## src/design/cbmf_div.sv

```systemverilog
// Bit-serial restoring divider, one quotient bit per cycle.
module cbmf_div #(
  parameter int NW = 33,
  parameter int DW = 9
) (
  input  logic          clk_i,
  input  logic          rst_ni,
  input  logic          start_i,
  input  logic [NW-1:0] dividend_i,
  input  logic [DW-1:0] divisor_i,
  output logic          done_o,
  output logic [NW-1:0] quot_o
);

  localparam int CW = $clog2(NW + 1);

  logic          busy_q, busy_d, done_q, done_d;
  logic [CW-1:0] cnt_q, cnt_d;
  logic [NW-1:0] q_q, q_d;
  logic [DW-1:0] rem_q, rem_d, dvs_q, dvs_d;
  logic [DW:0]   rem_sh;

  always_comb begin
    busy_d = busy_q;
    done_d = 1'b0;
    cnt_d  = cnt_q;
    q_d    = q_q;
    rem_d  = rem_q;
    dvs_d  = dvs_q;
    rem_sh = {rem_q, q_q[NW-1]};
    if (start_i) begin
      busy_d = 1'b1;
      cnt_d  = CW'(NW);
      q_d    = dividend_i;
      rem_d  = '0;
      dvs_d  = divisor_i;
    end else if (busy_q) begin
      if (rem_sh >= {1'b0, dvs_q}) begin
        rem_d = DW'(rem_sh - {1'b0, dvs_q});
        q_d   = {q_q[NW-2:0], 1'b1};
      end else begin
        rem_d = rem_sh[DW-1:0];
        q_d   = {q_q[NW-2:0], 1'b0};
      end
      cnt_d = cnt_q - CW'(1);
      if (cnt_q == CW'(1)) begin
        busy_d = 1'b0;
        done_d = 1'b1;
      end
    end
  end

  always_ff @(posedge clk_i or negedge rst_ni) begin
    if (!rst_ni) begin
      busy_q <= 1'b0;
      done_q <= 1'b0;
    end else begin
      busy_q <= busy_d;
      done_q <= done_d;
    end
  end

  always_ff @(posedge clk_i) begin
    cnt_q <= cnt_d;
    q_q   <= q_d;
    rem_q <= rem_d;
    dvs_q <= dvs_d;
  end

  assign done_o = done_q;
  assign quot_o = q_q;

endmodule

```

## config.mk

```make
export PLATFORM = sky130hd
export DESIGN_NAME = cbmf_div
export DESIGN_NICKNAME = d
export VERILOG_FILES = /design/src/design/cbmf_div.sv
export SDC_FILE = /design/constraint.sdc
export NUM_CORES = 1
export LEC_CHECK = 0
export ABC_CLOCK_PERIOD_IN_PS = 2410
export BUFFER_PORTS_ARGS = -buffer_cell sky130_fd_sc_hd__buf_2
export CAP_MARGIN = 20
export CORE_AREA = 2 2 102 104
export CTS_CLUSTER_DIAMETER = 120
export DETAILED_ROUTE_END_ITERATION = 10
export DIE_AREA = 0 0 104 106
export PLACE_DENSITY = 0.53
export SLEW_MARGIN = 20
export SYNTH_ARGS = -nofsm -noshare
export SYNTH_HDL_FRONTEND = slang
export SYNTH_SLANG_ARGS = --single-unit
```

## constraint.sdc

```tcl
create_clock -name clk_i -period 2.41 [get_ports clk_i]
set_input_delay 0.6025 -clock clk_i [delete_from_list [all_inputs] [get_ports clk_i]]
set_output_delay 0.6025 -clock clk_i [all_outputs]
set_load 0.01 [all_outputs]
```

==> reports/summary.txt <==
Yosys warning count: 0
Worst EP required: 2510 ps
worst hold margin: 37.0 ps
CTS Hold Bufs: 0
Detailed Route WL: 6300 microns
Worst-Skew Late Latency: 340 ps
P&R area growth vs syn: 30.0%
port buffer count: 78
flop-to-flop setup slack: 40 ps
fin area: 3770 sq um
post-place setup slack: 70.6 ps
cell area power density: 970 nW/um^2
via density per instance: 4.51
Die Span Y: 106 microns
Final Max Tran Viols: 0
Tcrit/Tclk final: 98.4%
Worst Setup End Kind: flip-flop
LEAKAGE: 1.57 nW
GR Overflow Total: 0
Peak VDD IR: 317 uV
Netlist cell types: 43
num rows: 37
post-synth top area share: 43.5%
nets: 371
RSZ-0062 raised after global routing: yes
Iteration-0 DRC Markers: 34
register area: 1610 sq um
Async SR Flop Fraction: 3.39%
Antenna Nets Post-Route: 0
Post-synth EDFFs: 42
Arrival @ worst endpoint: 2470 ps
GRT Util Overall: 11.7%
HP Class: in -> async
fillcell total: 1056
largest net degree at the start of global routing: 49
Root Buffer: clkbuf_8
htree depth: 3
die area: 11000 sq um
via count: 2052
global-route wire length before repair: 10200 microns
DRT Pass-1 Iters: 4
Top-Level Pins: 79
Die W: 104 microns
Yosys top cell by area: edfxtp_1
Critical Path Source Type: flip-flop
sequential fraction of the synthesis area: 55.6%
clk sinks: 59
crit-path max FO: 8
most frequent cells in the layout: 78 x buf_2, 42 x edfxtp_1, 34 x mux2_2, 18 x nor2_1, 15 x dfxtp_1
drt drc: 0
Total Power: 3.65 mW
CTS Buf Count: 9
layout cell share with drive strength beyond 1: 47.3%
CTS tree: done
status: complete, no violations
clk slew on worst S/H paths: 80 ps
synthesized netlist cell count: 223
maxcap violations: 0
Final Setup Violations: 0
Mean Syn Cell Area: 13.0 sq um
Yosys reg bits: 59
Clock Tree Buf Depth: 2
Slew HR: 70.8%
Final Hold Viols: 0
Period minus WS final: 2370 ps
critical path class: reg -> reg
ys flop type: edfxtp_1
total core area: 10000 sq um
clock skew: 11.4 ps
initial antenna violation count: 0
Setup WS post-layout: 38.3 ps
Mapped Area: 2900 sq um
post-DP HPWL: 4330 microns
Final TNS setup: 0 ps
worst-margin pin slew: 438 ps
vias in the first global route: 2085
achievable frequency: 0.422 GHz
Post-DP Area: 3510 sq um
area occupied by multi-input gates: 1230 sq um
Mapped Nets: 280
Initial Utilization: 29.0%
routed len/inst: 13.9 microns
Ant. Diodes: 0
commonest non-fill, non-tap cell in the layout: buf_2
synth top area cells: edfxtp_1 44%, mux2_2 13%, dfxtp_1 10%
gpl congestion: 0.824
[layout make-up]
class / count / area share (%)
clock inverter: 2 / 0.399
clock buffer: 14 / 5.18
timing repair buffer: 87 / 12.8
tap: 136 / 4.52
inverter: 15 / 1.50
sequential: 59 / 42.8
multi-input combinational: 142 / 32.8
[registers in the layout (all words and copies together), names as in the netlist]
signal  count
quot_o     33
dvs_q       9
cnt_q       6
busy_q      1
done_o      1
rem_q       9
[routing by layer]
layer | GRT usage (%) | share of wire (%) | vias up
li1 | - | - | 1012
met1 | 14.9 | 48 | 968
met2 | 17.4 | 44 | 62
met3 | 5.15 | 6.9 | 10
met4 | 4.34 | 1.5 | 0
met5 | 0 | 0 | -
[Yosys cell counts (2+ instances only)]
| cell type | instances |
|---|---|
| buf_1 | 4 |
| o31ai_1 | 2 |
| mux2i_1 | 6 |
| nor3_1 | 6 |
| xor2_1 | 5 |
| nand3b_1 | 2 |
| a211oi_2 | 2 |
| nand2b_1 | 6 |
| edfxtp_1 | 42 |
| clkbuf_1 | 3 |
| a21oi_1 | 6 |
| mux2_2 | 34 |
| and2_1 | 2 |
| nand3_1 | 3 |
| nor2_1 | 18 |
| inv_1 | 15 |
| o211ai_1 | 2 |
| nand2_1 | 7 |
| a211oi_1 | 5 |
| xnor2_1 | 3 |
| ha_1 | 11 |
| dfxtp_1 | 15 |
| dfrtp_1 | 2 |
| a311oi_1 | 3 |
[metrics by stage]
stage / utilization, % / std cells
2_1_floorplan: - / 223
5_1_grt: 37.7 / 455
6_report: 37.7 / 455
3_3_place_gp: 35.1 / 437
4_1_cts: 37.2 / 453
3_5_place_dp: 35.1 / 437
[logic make-up (layout without fill, tap and decap cells)]
| family | Yosys count | in the layout | synth area share (%) |
|---|---|---|---|
| buffers and inverters | 22 | 118 | 2.85 |
| XOR/XNOR | 8 | 8 | 2.42 |
| flip-flops | 59 | 59 | 55.6 |
| adder cells (fa/ha/maj) | 12 | 12 | 5.44 |
| AND/OR/NAND/NOR | 52 | 52 | 9.80 |
| multiplexers | 40 | 40 | 15.3 |
| AO/OA/AOI/OAI | 30 | 30 | 8.59 |
[path summary, 6_finish.rpt]
path | start | to | cells after the start
max | quot_o[32]$_DFFE_PP_ | quot_o[0]$_DFFE_PP_ | 8
max in group asynchronous | rst_ni | busy_q$_DFF_PN0_ | 1
max reg2reg | quot_o[32]$_DFFE_PP_ | quot_o[0]$_DFFE_PP_ | 8
min | rst_ni | done_o$_DFF_PN0_ | 1
min in group clk_i | divisor_i[4] | dvs_q[4]$_DFFE_PP_ | 1
min reg2reg | cnt_q[1]$_SDFFE_PP0P_ | cnt_q[1]$_SDFFE_PP0P_ | 2
[repair_timing]
item                       CTS  global route
setup endpoints to repair    0            10
gates resized for setup      0             8
setup buffers                0             2
hold endpoints to repair     0             0
[worst max-delay path: stages, from the launching register on]
cell	delay, ps
edfxtp_1	410
inv_1	80
ha_2	180
inv_2	40
fa_2	350
a211oi_2	280
o31a_1	300
o211ai_4	190
mux2_2	310
[where the power goes]
group	total [mW]	switching (mW)	internal, mW
clock network	0.928	0.400	0.528
logic	1.19	0.609	0.578
registers	1.54	0.168	1.37
total	3.65	1.18	2.47
No activity file was read; power rests on OpenSTA's default activity.
