`src/design/cbmf_scan.sv`:
```
// Window scanner that reads the line buffer one pixel a cycle and sums the window.
module cbmf_scan #(
  parameter int MAX_WIDTH  = 512,
  parameter int RING_ROWS  = 25,
  parameter int PIXEL_BITS = 16,
  parameter int SUM_W      = 25,
  parameter int AW         = 14,
  parameter int SLOT_W     = 5,
  parameter int XW         = 10,
  parameter int RW         = 5
) (
  input  logic                  clk_i,
  input  logic                  rst_ni,
  input  logic                  start_i,
  input  logic [SLOT_W-1:0]     slot_i,
  input  logic [XW-1:0]         x0_i,
  input  logic [RW-1:0]         rows_i,
  input  logic [RW-1:0]         cols_i,
  output logic [AW-1:0]         raddr_o,
  input  logic [PIXEL_BITS-1:0] rdata_i,
  output logic                  done_o,
  output logic [SUM_W-1:0]      sum_o
);

  localparam int RING_SPAN = RING_ROWS * MAX_WIDTH;

  logic              busy_q, busy_d, pend_q, pend_d, last_q, last_d, done_q, done_d;
  logic [AW-1:0]     base_q, base_d;
  logic [XW-1:0]     x_q, x_d, x0_q, x0_d;
  logic [RW-1:0]     cols_q, cols_d, col_left_q, col_left_d, row_left_q, row_left_d;
  logic [SUM_W-1:0]  sum_q, sum_d;
  logic [AW:0]       next_base;

  always_comb begin
    busy_d     = busy_q;
    base_d     = base_q;
    x_d        = x_q;
    x0_d       = x0_q;
    cols_d     = cols_q;
    col_left_d = col_left_q;
    row_left_d = row_left_q;
    sum_d      = sum_q;
    pend_d     = busy_q;
    last_d     = busy_q && (col_left_q == '0) && (row_left_q == '0);
    done_d     = pend_q && last_q;
    next_base  = (AW+1)'(base_q) + (AW+1)'(MAX_WIDTH);
    if (next_base >= (AW+1)'(RING_SPAN)) begin
      next_base = next_base - (AW+1)'(RING_SPAN);
    end
    if (pend_q) begin
      sum_d = sum_q + SUM_W'(rdata_i);
    end
    if (start_i) begin
      busy_d     = 1'b1;
      base_d     = AW'(int'(slot_i) * MAX_WIDTH);
      x_d        = x0_i;
      x0_d       = x0_i;
      cols_d     = cols_i;
      col_left_d = cols_i - RW'(1);
      row_left_d = rows_i - RW'(1);
      sum_d      = '0;
    end else if (busy_q) begin
      if (col_left_q == '0) begin
        if (row_left_q == '0) begin
          busy_d = 1'b0;
        end else begin
          row_left_d = row_left_q - RW'(1);
          col_left_d = cols_q - RW'(1);
          x_d        = x0_q;
          base_d     = next_base[AW-1:0];
        end
      end else begin
        col_left_d = col_left_q - RW'(1);
        x_d        = x_q + XW'(1);
      end
    end
  end

  always_ff @(posedge clk_i or negedge rst_ni) begin
    if (!rst_ni) begin
      busy_q <= 1'b0;
      pend_q <= 1'b0;
      last_q <= 1'b0;
      done_q <= 1'b0;
    end else begin
      busy_q <= busy_d;
      pend_q <= pend_d;
      last_q <= last_d;
      done_q <= done_d;
    end
  end

  always_ff @(posedge clk_i) begin
    base_q     <= base_d;
    x_q        <= x_d;
    x0_q       <= x0_d;
    cols_q     <= cols_d;
    col_left_q <= col_left_d;
    row_left_q <= row_left_d;
    sum_q      <= sum_d;
  end

  assign raddr_o = base_q + AW'(x_q);
  assign done_o  = done_q;
  assign sum_o   = sum_q;

endmodule

```
`config.mk`:
```
export PLATFORM = sky130hd
export DESIGN_NAME = cbmf_scan
export DESIGN_NICKNAME = d
export VERILOG_FILES = /design/src/design/cbmf_scan.sv
export SDC_FILE = /design/constraint.sdc
export NUM_CORES = 1
export LEC_CHECK = 0
export BUFFER_PORTS_ARGS = -buffer_cell sky130_fd_sc_hd__buf_4
export CORE_UTILIZATION = 35
export DETAILED_ROUTE_END_ITERATION = 8
export PLACE_DENSITY_LB_ADDON = 0.08
export SKIP_LAST_GASP = 1
export SYNTH_ARGS = -nofsm -noshare
export SYNTH_HDL_FRONTEND = slang
export SYNTH_SLANG_ARGS = --single-unit
```
`constraint.sdc`:
```
create_clock -name clk_i -period 3.2 [get_ports clk_i]
set_input_delay 0.32 -clock clk_i [delete_from_list [all_inputs] [get_ports clk_i]]
set_output_delay 0.32 -clock clk_i [all_outputs]
set_load 0.01 [all_outputs]
```
==> results of run 1 <==
## worst max-delay path, cell delays in order (launching register included)
cell	delay (ns)
dfxtp_1	0.33
ha_1	0.23
fa_1	0.43
a211oi_1	0.27
o21a_1	0.27
o21ai_2	0.12
a21bo_2	0.28
nand3_2	0.10
mux2_4	0.29
## per-layer routing
layer,up-vias,global-route usage,routed length (µm)
met5,-,0,0
met1,1498,0.200,4320
li1,1675,-,-
met2,60,0.264,4540
met3,6,0.0306,303
met4,0,0.0498,72
## worst min path at each step
stage / start / end / slack, ns / depth (start not counted)
after floorplan: rst_ni / busy_q / 0.02 / 0
after global placement: rst_ni / done_o / 0.12 / 1
after detailed placement: rst_ni / done_o / 0.12 / 1
after CTS: x0_i[3] / x0_q[3] / 0.16 / 1
after global routing: x0_i[6] / x0_q[6] / 0.16 / 1
final: x0_i[3] / x0_q[3] / 0.18 / 1
## power by group through the flow
stage,Sequential [W],Clock (W),Combinational [W]
floorplan,0.00128,0,0.000905
global placement,0.00128,0,0.00128
detailed placement,0.00128,0,0.00128
CTS,0.00126,0.00114,0.00129
global route,0.00129,0.00118,0.00144
finish,0.00126,0.00112,0.00128
## layout make-up
type,count,area [µm²]
inverter,15,56.3
fill,1128,6330
clock inverter,6,101
clock buffer,10,229
timing repair buffer,88,663
sequential,69,1800
tap,143,179
multi-input combinational,313,2110
## sequential cells by signal, summed over array words and instances, names as in the netlist
signal,flops
row_left_q,5
sum_o,25
x_q,10
x0_q,10
cols_q,5
last_q,1
base_q,5
col_left_q,5
pend_q,1
busy_q,1
done_o,1
## stage by stage
| step | worst slack, ns | utilization | area (µm²) |
|---|---|---|---|
| 6_report | 0.779 | 0.448 | 5140 |
| 5_1_grt | 0.618 | 0.448 | 5140 |
| 4_1_cts | 0.759 | 0.448 | 5140 |
| 3_5_place_dp | 0.642 | 0.419 | 4800 |
| 3_3_place_gp | 0.667 | 0.419 | 4800 |
| 2_1_floorplan | 0.901 | - | 4140 |
## kinds of logic (layout without fill, tap and decap cells)
logic type,after synthesis,count (layout),share of synthesized area
buffers and inverters,43,119,0.0553
AO/OA/AOI/OAI,110,110,0.173
XOR/XNOR,32,32,0.0677
adder cells (fa/ha/maj),25,25,0.0771
multiplexers,18,18,0.0463
AND/OR/NAND/NOR,128,128,0.145
flip-flops,69,69,0.435
## layout by cell type (no fill, tap or decap), drive strengths merged, types with 4 or more instances in the layout
| master | instances |
|---|---|
| xor2 | 13 |
| buf | 87 |
| o21ai | 35 |
| ha | 23 |
| a21oi | 33 |
| dfxtp | 25 |
| clkinv | 4 |
| dfrtp | 4 |
| a21o | 7 |
| nand4 | 5 |
| a31oi | 5 |
| nor2 | 34 |
| nand2 | 42 |
| o211ai | 4 |
| inv | 14 |
| and3 | 10 |
| nor2b | 4 |
| nand3 | 17 |
| mux2i | 15 |
| clkbuf | 10 |
| nor3 | 5 |
| xnor2 | 19 |
| edfxtp | 40 |
## synthesized netlist by cell type (4+ instances only)
cell type / instances
edfxtp_1: 40
o21ai_0: 30
dfxtp_1: 25
nand2_1: 42
nand3_1: 15
a31oi_1: 5
xnor2_1: 19
xor2_1: 13
buf_2: 6
nand4_1: 5
nor2_1: 34
clkbuf_1: 8
dfrtp_1: 4
nor2b_1: 4
buf_4: 10
a21o_1: 7
ha_1: 23
mux2i_1: 15
a21oi_1: 33
and3_1: 10
inv_1: 14
nor3_1: 5
==> flow_summary.json, run 1 <==
{
  "status": "finished clean",
  "slew_headroom": 0.544,
  "netlist_area_um2": 4140,
  "crit_path_max_fanout": 8,
  "slew_violations": 0,
  "hold_viol": 0,
  "reg2reg_from": "sum_o[0]",
  "startpoint": "sum_o[0]",
  "synth_nets": 493,
  "cp-end-kind": "flop",
  "cts-resized-gates": 0,
  "power.total_w": 0.00366,
  "cts_tree": "yes",
  "pwr-share-comb": 0.349,
  "yosys.area.top_type": "edfxtp_1",
  "drt-vias-per-instance": 5.03,
  "grt_use_total": 0.156,
  "die_h_um": 111,
  "grt_start_max_net_pins": 36,
  "numPlacedInstances": 627,
  "synth_top_area_share": 0.290,
  "reg2regPathDepth": 8,
  "p_seq_frac": 0.344,
  "grt_pass1_vias": 3235,
  "ys_async_sr_fraction": 0.0580,
  "wire_per_inst_um": 14.3,
  "grt_pass1_wl_um": 15500,
  "max_freq_ghz": 0.413,
  "ys_seq_area_frac": 0.435,
  "cts_hold_repair.buffers": 1,
  "pwr_density_cell_nw_per_um2": 712,
  "drtAntennaViolNets": 0,
  "cellLeakagePower_nw": 2.20,
  "post-route-period-util": 0.757,
  "setup_viol": 0,
  "r2r_slack_ns": 0.78,
  "routed_wl_um": 9240,
  "cts_num_sinks": 69,
  "first_pass_iters": 4,
  "postSynthCellCount": 425,
  "critical_path_class": "flop to flop",
  "switching_share": 0.325,
  "worst_pin_slew_ns": 0.684,
  "globalplace.congestion": 0.825,
  "start_util": 0.361,
  "finalSetupTns_ns": 0,
  "p_int_w": 0.00247,
  "crit_end": "sum_o[20]",
  "fin_nets": 564,
  "p_clk_frac": 0.307,
  "worstReg2RegEnd": "sum_o[20]",
  "top_level_ports": 84,
  "synth_edf_count": 40,
  "p_sw_w": 0.00119,
  "rsz0062_at_grt": "no",
  "ys_ff_latch": 69,
  "drive_above_1_share": 0.238,
  "synth-main-ff-cell": "edfxtp_1",
  "clk_pin_slew_ns": 0.06,
  "h-tree-depth": 3,
  "synth.area.top_cells": "edfxtp_1 (29%), dfxtp_1 (12%), ha_1 (7.0%)",
  "root_buffer": "clkbuf_16",
  "cts_made_buffers": 9,
  "portBuffers": 83,
  "startpoint_type": "flop",
  "worstPathRequired_ns": 3.41,
  "peakVddDrop_v": 0.000346,
  "die_w_um": 111,
  "place.detailed.hpwl_um": 6750,
  "whs_ns": 0.180,
  "first_iter_violations": 109,
  "num_rows": 39,
  "cp_data_arrival_time_ns": 2.63,
  "synthToLayoutAreaGrowth_pct": 24.2,
  "vias": 3239,
  "period_minus_slack_ns": 2.42,
  "post_cts_buffers": 0,
  "post_synth_num_cell_types": 56,
  "finalNonFillerCells": 644,
  "clkLatencyLatePin_ns": 0.32,
  "maxCapViolations": 0,
  "grt_overflow": 0,
  "synth_area_per_cell_um2": 9.74,
  "diodes": 0,
  "clk_path_buf_depth": 2,
  "die-area_um2": 12300,
  "drc": 0,
  "core_region_area_um2": 11500,
  "fin_worst_skew_ns": 0.00813,
  "antenna_found_initial": 0,
  "yosys_warnings": 0,
  "hold_path.class": "primary input to flop"
}
Note: power is estimated with default switching activity, not from simulation.
==> inputs of run 2 (changes only) <==
- ABC_AREA: default -> 1
- clock period: 3.2 -> 2.5 ns (I/O delays scaled with it)
==> flow_summary.json, run 2 <==
{
  "maxCapViolations": 0,
  "setup_viol": 0,
  "p_int_w": 0.00302,
  "die-area_um2": 13400,
  "yosysMostFrequentCell": "nand2_1",
  "layout_common_cells": "nand2_1 (156), buf_4 (90), nor2_1 (85)",
  "p_sw_w": 0.00174,
  "place.detailed.hpwl_um": 8630,
  "slew_violations": 0,
  "drt-vias-per-instance": 4.68,
  "cpMostUsedCell": "ha_1",
  "switching_share": 0.365,
  "grt_pass1_wl_um": 18400,
  "synth.area.top_cells": "edfxtp_1 (27%), nand2_1 (13%), dfxtp_1 (11%)",
  "netlist_area_um2": 4530,
  "synth_edf_count": 40,
  "path_depth": 5,
  "ys_ff_latch": 69,
  "diodes": 0,
  "cellLeakagePower_nw": 2.73,
  "p_clk_frac": 0.286,
  "first_pass_iters": 4,
  "p_seq_frac": 0.334,
  "clk_pin_slew_ns": 0.06,
  "hold_viol": 0,
  "drtAntennaViolNets": 0,
  "core_region_area_um2": 12600,
  "clk_path_buf_depth": 2,
  "start_util": 0.359,
  "wire_per_inst_um": 13.2,
  "cts_made_buffers": 9,
  "crit_buf_inv": 1,
  "critical_path_class": "flop to output pin",
  "grt_pass1_vias": 3917,
  "postSynthCellCount": 609,
  "grt_overflow": 0,
  "largest_reg_flops": 25,
  "synth-main-ff-cell": "edfxtp_1",
  "drive_above_1_share": 0.188,
  "synth_commonest_cells": "nand2_1 (156), nor2_1 (85), inv_1 (71)",
  "yosys.area.top_type": "edfxtp_1",
  "fin_worst_skew_ns": 0.00740,
  "peakVddDrop_v": 0.000323,
  "seq_area_um2": 1800,
  "worst_pin_slew_ns": 0.655,
  "slew_headroom": 0.562,
  "pwr_density_cell_nw_per_um2": 851,
  "die_w_um": 116,
  "grt_use_total": 0.179,
  "ys_seq_area_frac": 0.398,
  "yosys_warnings": 0,
  "period_minus_slack_ns": 2.05,
  "max_stage_delay_ns": 0.53,
  "synth_nets": 677,
  "pwr-share-comb": 0.379,
  "max_freq_ghz": 0.487,
  "clkLatencyLatePin_ns": 0.34,
  "num-fill-cells": 1350,
  "reg2regPathDepth": 11,
  "worstPathRequired_ns": 2.25,
  "final_common_cell": "nand2_1",
  "cp_cell_sequence": "ha_1, ha_1, nand3_1, xor2_1, buf_4",
  "fin_nets": 754,
  "rsz0062_at_grt": "no",
  "root_buffer": "clkbuf_16",
  "grt_start_max_net_pins": 30,
  "antenna_found_initial": 0,
  "hold_depth": 1,
  "first_iter_violations": 215,
  "die_h_um": 116,
  "critPathTopFamily": "flip-flops",
  "num_rows": 41,
  "h-tree-depth": 3,
  "cts_tree": "yes",
  "globalplace.congestion": 0.826,
  "crit_path_top_delay_cell": "edfxtp_1",
  "drc": 0,
  "vias": 4040,
  "top_level_ports": 84,
  "cp_data_arrival_time_ns": 1.80,
  "cp-end-kind": "output pin",
  "post-route-util": 0.443,
  "synth_top_area_share": 0.265,
  "crit_path_max_fanout": 6,
  "status": "finished clean",
  "post_synth_num_cell_types": 42,
  "multi_input_area_um2": 2290,
  "synthToLayoutAreaGrowth_pct": 23.4,
  "ys_async_sr_fraction": 0.0580,
  "routed_wl_um": 11400,
  "portBuffers": 83,
  "cts_num_sinks": 69,
  "post-route-period-util": 0.821,
  "hold_path.class": "primary input to flop",
  "startpoint_type": "flop",
  "r2r_slack_ns": 0.51,
  "finalSetupTns_ns": 0,
  "synth_area_per_cell_um2": 7.44
}
run 2: cell count changes in the layout (fill, tap and decap cells not counted), sizes merged, moves of 6 or more:
cell	previous run	this run
mux2i	15	4
xnor2	19	6
a21o	7	1
nand2	42	163
nand3	17	42
and3	10	0
inv	14	75
nor2	34	91
run 2: cell type report:
type	instances	area share
well taps	172	0.0385
multi-input cells	439	0.409
repair buffers	91	0.123
clock inverters	7	0.0159
clock buffers	9	0.0403
flip-flops and latches	69	0.322
inverters	76	0.0513
run 2: logic make-up after synthesis:
group / Yosys count / synth area share
multiplexers: 4 / 0.00884
buffers and inverters: 101 / 0.0977
AND/OR/NAND/NOR: 312 / 0.294
flip-flops: 69 / 0.398
AO/OA/AOI/OAI: 79 / 0.0953
XOR/XNOR: 20 / 0.0387
adder cells (fa/ha/maj): 24 / 0.0679
run 2: routing by layer:
| layer | track usage | wire (µm) | vias to the layer above |
|---|---|---|---|
| met5 | 0 | 0 | - |
| met4 | 0.0624 | 139 | 0 |
| met3 | 0.0403 | 565 | 12 |
| met2 | 0.279 | 5050 | 100 |
| met1 | 0.243 | 5640 | 1816 |
| li1 | - | - | 2112 |
run 2: power by group through the flow:
stage                     combinational, W  clock [W]  sequential, W
after floorplan                    0.00122          0        0.00162
after global placement             0.00179          0        0.00161
after detailed placement           0.00181          0        0.00162
after CTS                          0.00182    0.00140        0.00159
after global routing               0.00205    0.00145        0.00162
final                              0.00180    0.00136        0.00159
run 2: worst register-to-register path, delay by kind of cell (launching register included):
| kind | cells | cell delay, ns |
|---|---|---|
| and+or+nand+nor | 7 | 0.64 |
| DFF | 1 | 0.40 |
| buffers and inverters | 2 | 0.29 |
| adders and majority gates | 1 | 0.23 |
| AOI/OAI and AO/OA | 1 | 0.16 |
run 2: what timing repair did:
item / CTS / global route
setup endpoints to repair: 0 / 0
resized for setup: 0 / 0
buffers inserted: 0 / 0
hold endpoints to repair: 4 / 0
hold buffers: 1 / 0
run 2: worst paths after layout:
path	start	end
worst min register to register	busy_q	pend_q
worst min-delay path	x0_i[8]	x0_q[8]
max in group asynchronous	rst_ni	busy_q
worst max-delay path	base_q[9]	raddr_o[13]
worst max register to register	col_left_q[1]	col_left_q[4]
min in group asynchronous	rst_ni	done_o
run 2: through the flow:
stage | power [W] | std cells | area [µm²] | worst slack [ns] | hold WS [ns]
4_1_cts | 0.00481 | 863 | 5590 | 0.396 | 0.0891
3_5_place_dp | 0.00342 | 846 | 5270 | 0.503 | 0.0531
6_report | 0.00476 | 863 | 5590 | 0.449 | 0.101
3_3_place_gp | 0.00340 | 846 | 5270 | 0.537 | 0.0527
2_1_floorplan | 0.00284 | 609 | 4530 | 0.738 | -0.0456
5_1_grt | 0.00512 | 863 | 5590 | 0.292 | 0.0840
